### config.mk
export PLATFORM = sky130hd
export DESIGN_NAME = bm25_ctrl
export DESIGN_NICKNAME = d
export VERILOG_FILES = /design/src/bm25_pkg.sv /design/src/bm25_ctrl.sv
export SDC_FILE = /design/constraint.sdc
export NUM_CORES = 1
export LEC_CHECK = 0
export ABC_AREA = 1
export BUFFER_PORTS_ARGS = -buffer_cell sky130_fd_sc_hd__buf_2
export CAP_MARGIN = 15
export CORE_MARGIN = 2
export CORE_UTILIZATION = 30
export DETAILED_ROUTE_END_ITERATION = 10
export PLACE_DENSITY_LB_ADDON = 0.12
export SYNTH_ARGS = -nofsm -noshare
export SYNTH_HDL_FRONTEND = slang
export SYNTH_SLANG_ARGS = --single-unit
### constraint.sdc
create_clock -name clk -period 3.4 [get_ports clk]
set_clock_uncertainty 0.1 [all_clocks]
set_input_delay 0.34 -clock clk [delete_from_list [all_inputs] [get_ports clk]]
set_output_delay 0.34 -clock clk [all_outputs]
set_load 0.005 [all_outputs]
### src/bm25_pkg.sv
// shared types, constants and helpers for the bm25 scoring engine
// no dependencies; used by every module of the block
package bm25_pkg;

  localparam int NUM_DOCS = 4096;
  localparam int TOP_MAX  = 64;
  localparam int DOC_W    = $clog2(NUM_DOCS);
  localparam int CNT_W    = $clog2(NUM_DOCS + 1);
  localparam int RANK_W   = 7;
  localparam int SCORE_W  = 32;
  localparam int LEN_W    = 16;
  localparam int IDF_W    = 21;
  localparam int AVG_W    = 24;
  localparam int K1_W     = 16;
  localparam int B_W      = 13;
  localparam int BL_W     = B_W + LEN_W;
  localparam int NORM_W   = 38;
  localparam int IF_W     = IDF_W + LEN_W;
  localparam int DIVN_W   = 54;
  localparam int DIVD_W   = 42;
  localparam int DCNT_W   = $clog2(DIVN_W);

  localparam logic [B_W-1:0]    ONE_Q12  = B_W'(4096);
  localparam logic [AVG_W-1:0]  ONE_Q8   = AVG_W'(256);
  localparam logic [K1_W:0]     ONE_K1   = (K1_W + 1)'(4096);

  localparam logic [1:0] CFG_AVG  = 2'd0;
  localparam logic [1:0] CFG_HITS = 2'd1;
  localparam logic [1:0] CFG_K1   = 2'd2;
  localparam logic [1:0] CFG_B    = 2'd3;

  typedef enum logic [1:0] {
    OP_SET_LEN   = 2'd0,
    OP_NEW_QUERY = 2'd1,
    OP_POSTING   = 2'd2,
    OP_FINISH    = 2'd3
  } op_t;

  typedef enum logic [3:0] {
    ST_CLR,
    ST_IDLE,
    ST_LEN,
    ST_P_RD,
    ST_P_MUL,
    ST_P_DIV1,
    ST_P_W1,
    ST_P_KN,
    ST_P_DEN,
    ST_P_DIV2,
    ST_P_W2,
    ST_P_WR,
    ST_Q_RD,
    ST_Q_WR,
    ST_F_SCAN,
    ST_F_DEC
  } state_t;

  typedef enum logic [1:0] {
    EM_IDLE,
    EM_MID,
    EM_LAST,
    EM_NONE
  } emit_t;

  typedef struct packed {
    logic [AVG_W-1:0]  avg_doc_len;
    logic [RANK_W-1:0] max_hits;
    logic [K1_W-1:0]   k1_gain;
    logic [B_W-1:0]    b_norm;
  } cfg_t;

  typedef struct packed {
    logic  ld_item;
    logic  scan_init;
    logic  wr_len;
    logic  post_rd;
    logic  post_mul;
    logic  post_num;
    logic  div_start;
    logic  div_num;
    logic  ld_norm;
    logic  post_kn;
    logic  ld_den;
    logic  post_wr;
    logic  list_rd;
    logic  q_clr;
    logic  q_done;
    logic  clr_step;
    logic  scan_step;
    logic  promote;
    emit_t emit;
  } cmd_t;

  typedef struct packed {
    logic doc_ok;
    logic div_done;
    logic den_zero;
    logic walk_end;
    logic pipe_empty;
    logic clr_last;
    logic found;
    logic rank_zero;
    logic rank_next_full;
    logic k_zero;
    logic out_free;
  } sts_t;

  function automatic logic ranks_before(input logic [SCORE_W-1:0] sa,
                                        input logic [DOC_W-1:0]   da,
                                        input logic [SCORE_W-1:0] sb,
                                        input logic [DOC_W-1:0]   db);
    ranks_before = (sa > sb) || ((sa == sb) && (da < db));
  endfunction

endpackage

### src/bm25_ctrl.sv
// controller state machine: sequences clearing, length writes, postings, query reset and top-k
// depends on bm25_pkg for state, command and status types
module bm25_ctrl (
  input  logic            clk,
  input  logic            rst_n,
  input  logic            in_tvalid,
  input  bm25_pkg::op_t   in_op,
  output logic            in_tready,
  input  bm25_pkg::sts_t  sts,
  output bm25_pkg::cmd_t  cmd
);

  bm25_pkg::state_t state_r, state_nxt;

  always_ff @(posedge clk) begin
    if (!rst_n) begin
      state_r <= bm25_pkg::ST_CLR;
    end else begin
      state_r <= state_nxt;
    end
  end

  always_comb begin
    state_nxt = state_r;
    case (state_r)
      bm25_pkg::ST_CLR: begin
        if (sts.clr_last) state_nxt = bm25_pkg::ST_IDLE;
      end
      bm25_pkg::ST_IDLE: begin
        if (in_tvalid) begin
          case (in_op)
            bm25_pkg::OP_SET_LEN:   state_nxt = bm25_pkg::ST_LEN;
            bm25_pkg::OP_NEW_QUERY: state_nxt = bm25_pkg::ST_Q_RD;
            bm25_pkg::OP_POSTING:   state_nxt = bm25_pkg::ST_P_RD;
            default:                state_nxt = bm25_pkg::ST_F_SCAN;
          endcase
        end
      end
      bm25_pkg::ST_LEN:    state_nxt = bm25_pkg::ST_IDLE;
      bm25_pkg::ST_P_RD:   state_nxt = sts.doc_ok ? bm25_pkg::ST_P_MUL : bm25_pkg::ST_IDLE;
      bm25_pkg::ST_P_MUL:  state_nxt = bm25_pkg::ST_P_DIV1;
      bm25_pkg::ST_P_DIV1: state_nxt = bm25_pkg::ST_P_W1;
      bm25_pkg::ST_P_W1: begin
        if (sts.div_done) state_nxt = bm25_pkg::ST_P_KN;
      end
      bm25_pkg::ST_P_KN:   state_nxt = bm25_pkg::ST_P_DEN;
      bm25_pkg::ST_P_DEN:  state_nxt = bm25_pkg::ST_P_DIV2;
      bm25_pkg::ST_P_DIV2: state_nxt = sts.den_zero ? bm25_pkg::ST_P_WR : bm25_pkg::ST_P_W2;
      bm25_pkg::ST_P_W2: begin
        if (sts.div_done) state_nxt = bm25_pkg::ST_P_WR;
      end
      bm25_pkg::ST_P_WR:   state_nxt = bm25_pkg::ST_IDLE;
      bm25_pkg::ST_Q_RD:   state_nxt = sts.walk_end ? bm25_pkg::ST_IDLE : bm25_pkg::ST_Q_WR;
      bm25_pkg::ST_Q_WR:   state_nxt = bm25_pkg::ST_Q_RD;
      bm25_pkg::ST_F_SCAN: begin
        if (sts.k_zero) begin
          state_nxt = bm25_pkg::ST_F_DEC;
        end else if (sts.walk_end && sts.pipe_empty) begin
          state_nxt = bm25_pkg::ST_F_DEC;
        end
      end
      bm25_pkg::ST_F_DEC: begin
        // no candidate, or a candidate that fills the list, ends the finish
        if (sts.out_free || (sts.found && sts.rank_zero && !sts.k_zero)) begin
          if (sts.k_zero || !sts.found || sts.rank_next_full) begin
            if (!sts.found || sts.k_zero || !sts.rank_zero) begin
              state_nxt = (sts.found && !sts.k_zero) ? bm25_pkg::ST_F_DEC
                                                     : bm25_pkg::ST_IDLE;
            end else begin
              state_nxt = bm25_pkg::ST_F_DEC;
            end
          end else begin
            state_nxt = bm25_pkg::ST_F_SCAN;
          end
        end
      end
      default: state_nxt = bm25_pkg::ST_IDLE;
    endcase
  end

  always_comb begin
    cmd       = '0;
    cmd.emit  = bm25_pkg::EM_IDLE;
    in_tready = 1'b0;
    case (state_r)
      bm25_pkg::ST_CLR:    cmd.clr_step = 1'b1;
      bm25_pkg::ST_IDLE: begin
        in_tready     = 1'b1;
        cmd.ld_item   = in_tvalid;
        cmd.scan_init = in_tvalid;
      end
      bm25_pkg::ST_LEN:    cmd.wr_len = sts.doc_ok;
      bm25_pkg::ST_P_RD:   cmd.post_rd = 1'b1;
      bm25_pkg::ST_P_MUL:  cmd.post_mul = 1'b1;
      bm25_pkg::ST_P_DIV1: begin
        cmd.div_start = 1'b1;
        cmd.post_num  = 1'b1;
      end
      bm25_pkg::ST_P_W1:   cmd.ld_norm = sts.div_done;
      bm25_pkg::ST_P_KN:   cmd.post_kn = 1'b1;
      bm25_pkg::ST_P_DEN:  cmd.ld_den = 1'b1;
      bm25_pkg::ST_P_DIV2: begin
        cmd.div_num   = 1'b1;
        cmd.div_start = !sts.den_zero;
      end
      bm25_pkg::ST_P_W2:   cmd.div_num = 1'b1;
      bm25_pkg::ST_P_WR:   cmd.post_wr = 1'b1;
      bm25_pkg::ST_Q_RD: begin
        cmd.q_done  = sts.walk_end;
        cmd.list_rd = !sts.walk_end;
      end
      bm25_pkg::ST_Q_WR:   cmd.q_clr = 1'b1;
      bm25_pkg::ST_F_SCAN: cmd.scan_step = !sts.walk_end && !sts.k_zero;
      bm25_pkg::ST_F_DEC: begin
        if (sts.k_zero || (!sts.found && sts.rank_zero)) begin
          if (sts.out_free) cmd.emit = bm25_pkg::EM_NONE;
        end else if (!sts.found) begin
          if (sts.out_free) cmd.emit = bm25_pkg::EM_LAST;
        end else if (sts.rank_zero) begin
          // first hit only moves into the pending slot
          cmd.promote   = 1'b1;
          cmd.scan_init = 1'b1;
        end else if (sts.out_free) begin
          cmd.emit      = bm25_pkg::EM_MID;
          cmd.promote   = 1'b1;
          cmd.scan_init = 1'b1;
        end
      end
      default: begin
      end
    endcase
  end

endmodule

# Yosys cells after proc, flatten, opt, wreduce, memory -nomap -nowiden
# Cells that the tools add are included.
classes:
  eq_ne: 23
  muxes: 47
  n_reduce_logical: 21
ops:
  columns: ["op", "count"]
  rows:
  - ["4-bit one-hot mux with 15 select lines", 1]
  - ["4-bit two-way mux", 11]
  - ["4-bit equality test, second input constant", 8]
  - ["1-bit two-way mux", 24]
  - ["4-bit by 3-bit equality test with 1-bit output, second input constant", 4]
  - ["4-bit one-hot mux with 3 select lines", 1]
  - ["2-bit two-way mux", 5]
  - ["2-bit != test, second input constant", 5]
  - ["3-bit two-way mux", 3]
  - ["4-bit by 2-bit equality test with 1-bit output, second input constant", 2]
  - ["1-bit logical AND", 6]
  - ["6-bit AND reduction", 1]
  - ["1-bit zero test", 5]
  - ["1-bit logical OR", 5]
  - ["4-bit by 1-bit equality test with 1-bit output, second input constant", 1]
  - ["4-bit zero test", 1]
  - ["1-bit one-hot mux with 2 select lines", 2]
  - ["2-bit OR reduction", 2]
  - ["3-bit != test, second input constant", 1]
  - ["2-bit by 1-bit equality test with 1-bit output, second input constant", 1]
  - ["2-bit equality test, second input constant", 1]
  - ["2-bit zero test", 1]
word_totals:
  register_bits: 4
  in_bits: 16

# Logic depth before layout (Yosys ltp)
depth:
  word_depth: 7
  depth_mapped: 9
  depth_no_buf: 9

# Worst setup path after synthesis
# OpenSTA, ideal clock, no wires.
synth_timing:
  kind: "reg-to-output"
  from: "reg state_r[1]"
  to: "out cmd[18] (netlist bit)"
  arrival_ns: 0.910
  required_time_ns: 2.960
  slack_ns: 2.050
  path_stages_with_launch: 5
  path_cell_list: "dfxtp_1 > nand2_2 > nor2_2 > nand2_1 > o22ai_1"
synth_lines:
  columns: ["element", "line", "source"]
  rows:
  - ["start, declared", "bm25_ctrl.sv:13", "bm25_pkg::state_t state_r, state_nxt;"]
  - ["start signal, assigned", "bm25_ctrl.sv:17", "state_r <= bm25_pkg::ST_CLR;"]
  - ["start signal, assigned", "bm25_ctrl.sv:19", "state_r <= state_nxt;"]
  - ["end, declared", "bm25_ctrl.sv:10", "output bm25_pkg::cmd_t cmd"]

==> flow_summary.json <==
{
  "drv_slew": 0,
  "p_leak_uw": 0.000574,
  "syn_inst": 134,
  "cp-end-kind": "output pin",
  "synth_nets": 150,
  "htree_levels": 1,
  "setup_viol": 0,
  "nFillCells": 235,
  "r2r_slack_ns": 1.81,
  "ys_types": 13,
  "dpl-instance-area_sq_um": 831,
  "cts_buffers": 3,
  "hold_viol_final": 0,
  "final_common_cell": "nand2_1",
  "grt_pass1_vias": 825,
  "r2r-start": "state_r[3]$_SDFFE_PN0P_",
  "fin_nets": 191,
  "fin_hold_ws_ns": 0.271,
  "required_ns": 2.96,
  "num_rows": 16,
  "cts_tree": "yes",
  "crit_end": "cmd[18]",
  "top_level_ports": 37,
  "portBuffers": 36,
  "cts.sink_count": 4,
  "syn_to_final_growth_pct": 38.3,
  "ys_seq_area_share_pct": 13.0,
  "critical_path_class": "flop to output pin",
  "ys_seq_elements": 4,
  "crit_chain": "nand2_2, nor2_2, nand2_1, o22ai_1, buf_2",
  "r2r_end": "state_r[1]$_SDFFE_PN0P_",
  "drt-initial-drc-count": 33,
  "clkTransAtPathRegs_ns": 0.03,
  "antenna-diode-count": 0,
  "start_kind": "flop",
  "largest_reg_flops": 4,
  "initial_core_util_pct": 31.8,
  "crit_path_start": "state_r[1]$_SDFFE_PN0P_",
  "final-instance-count-excl-fill": 200,
  "die_w_microns": 49.3,
  "dr.pass1.iters": 4,
  "vias": 922,
  "core_area_sq_um": 1940,
  "final_cell_mix": "nand2_1 (40), buf_2 (36), nor2_1 (32)",
  "reg.largest.list": "state_r (4)",
  "rsz0062_at_grt": "no",
  "clock_path_buffers": 2,
  "reg2regPathDepth": 8,
  "overflow": 0,
  "cp_max_fo": 8,
  "finalCriticalPeriod_ns": 1.84,
  "regMostFlops": "state_r",
  "post_cts_resize_count": 0,
  "chipHeight_microns": 49.3,
  "design_area_sq_um": 853,
  "synth_area_sq_um": 617,
  "irDropWorstVdd_mv": 0.280,
  "crit_buf_inv": 1,
  "clk_latency_ns": 0.24,
  "syn_avg_cell_area_sq_um": 4.60,
  "grt_max_degree": 9,
  "critPathArrivalTime_ns": 1.40,
  "cts_hold_buf": 0,
  "layout-drive-gt1-share_pct": 24.9,
  "avgViaCountPerCell": 4.61,
  "postCtsSetupBuffers": 0,
  "holdCritPathClass": "primary input to flop",
  "worst-path-stages": 5,
  "fmax_mhz": 543,
  "antenna_left": 0,
  "hpwl_microns": 1640,
  "post-route-period-util_pct": 54.1,
  "placed_cells_incl_taps": 197,
  "crit_slowest_cell": "dfxtp_1",
  "ys_warn_count": 0,
  "grt_use_total_pct": 17.0,
  "routed_wl_microns": 1960,
  "finalSetupTns_ns": 0,
  "critPathTopFamily": "simple AND/OR/NAND/NOR gates",
  "powerDensity_nw_per_um2": 556,
  "max_stage_delay_ns": 0.44,
  "outcome": "finished clean",
  "tightest_slew_ns": 0.327,
  "grt_pass1_wl_microns": 3330,
  "antenna_found_initial": 0,
  "drc": 0,
  "place.gp.congestion": 0.870,
  "root_buffer": "clkbuf_4",
  "slew_headroom_pct": 78.1,
  "die-area_sq_um": 2430,
  "cap_violations": 0,
  "wl_per_cell_microns": 9.80
}
## tightest hold or removal path, stage by stage
cell     delay [ns]
buf_2          0.10
o21ai_0        0.07
nor2_1         0.04
## layer usage
layer | global-route usage [%] | vias to the layer above | wire length (microns)
li1 | - | 492 | -
met1 | 23.8 | 393 | 1010
met2 | 25.5 | 37 | 801
met3 | 5.83 | 0 | 151
met4 | 2.38 | 0 | 0
met5 | 0 | - | 0
## cell usage after synthesis (all sizes together)
| library cell | count | area, sq um |
|---|---|---|
| inv | 26 | 97.6 |
| o21ai | 5 | 25.0 |
| nand2 | 41 | 156 |
| o22ai | 2 | 12.5 |
| nor3 | 7 | 35.0 |
| a21oi | 5 | 25.0 |
| nand3b | 1 | 7.51 |
| nor2 | 34 | 133 |
| dfxtp | 4 | 80.1 |
| nand3 | 9 | 45.0 |
## cell families (layout without fill, tap and decap cells)
| group | Yosys count | in the layout | share of synthesized area (%) |
|---|---|---|---|
| simple gates | 92 | 92 | 61.1 |
| buf+inv | 26 | 65 | 15.8 |
| compound gates | 12 | 12 | 10.1 |
| flops | 4 | 4 | 13.0 |
## where the power goes
group / internal, uW / switching (uW) / leakage, uW
Combinational: 112 / 213 / 0.000528
Clock: 39.5 / 19.5 / 0.0000138
Sequential: 64.6 / 26.3 / 0.0000328
## stage by stage
| stage | utilization [%] | power, uW | setup slack [ns] |
|---|---|---|---|
| after floorplan | - | 308 | 2.05 |
| after global placement | 42.8 | 413 | 1.83 |
| after global routing | 43.9 | 533 | 1.44 |
| final | 43.9 | 475 | 1.56 |
| after detailed placement | 42.8 | 412 | 1.83 |
| after CTS | 43.9 | 474 | 1.57 |
## layout make-up
class | instances | area, sq um | share of cell area, %
Inverter | 26 | 97.6 | 11.4
Tap cell | 27 | 33.8 | 3.96
Sequential cell | 4 | 80.1 | 9.38
Clock buffer | 3 | 22.5 | 2.64
Timing Repair Buffer | 36 | 180 | 21.1
Multi-Input combinational cell | 104 | 439 | 51.5
## worst min-delay path by stage
stage | from | end | cells after the start
floorplan | rst_n | state_r[0]$_SDFFE_PN0P_ | 2
global placement | state_r[2]$_SDFFE_PN0P_ | state_r[2]$_SDFFE_PN0P_ | 2
detailed placement | state_r[2]$_SDFFE_PN0P_ | state_r[2]$_SDFFE_PN0P_ | 2
CTS | rst_n | state_r[0]$_SDFFE_PN0P_ | 3
global route | rst_n | state_r[0]$_SDFFE_PN0P_ | 3
finish | rst_n | state_r[0]$_SDFFE_PN0P_ | 3
No activity file was read; power rests on OpenSTA's default activity.
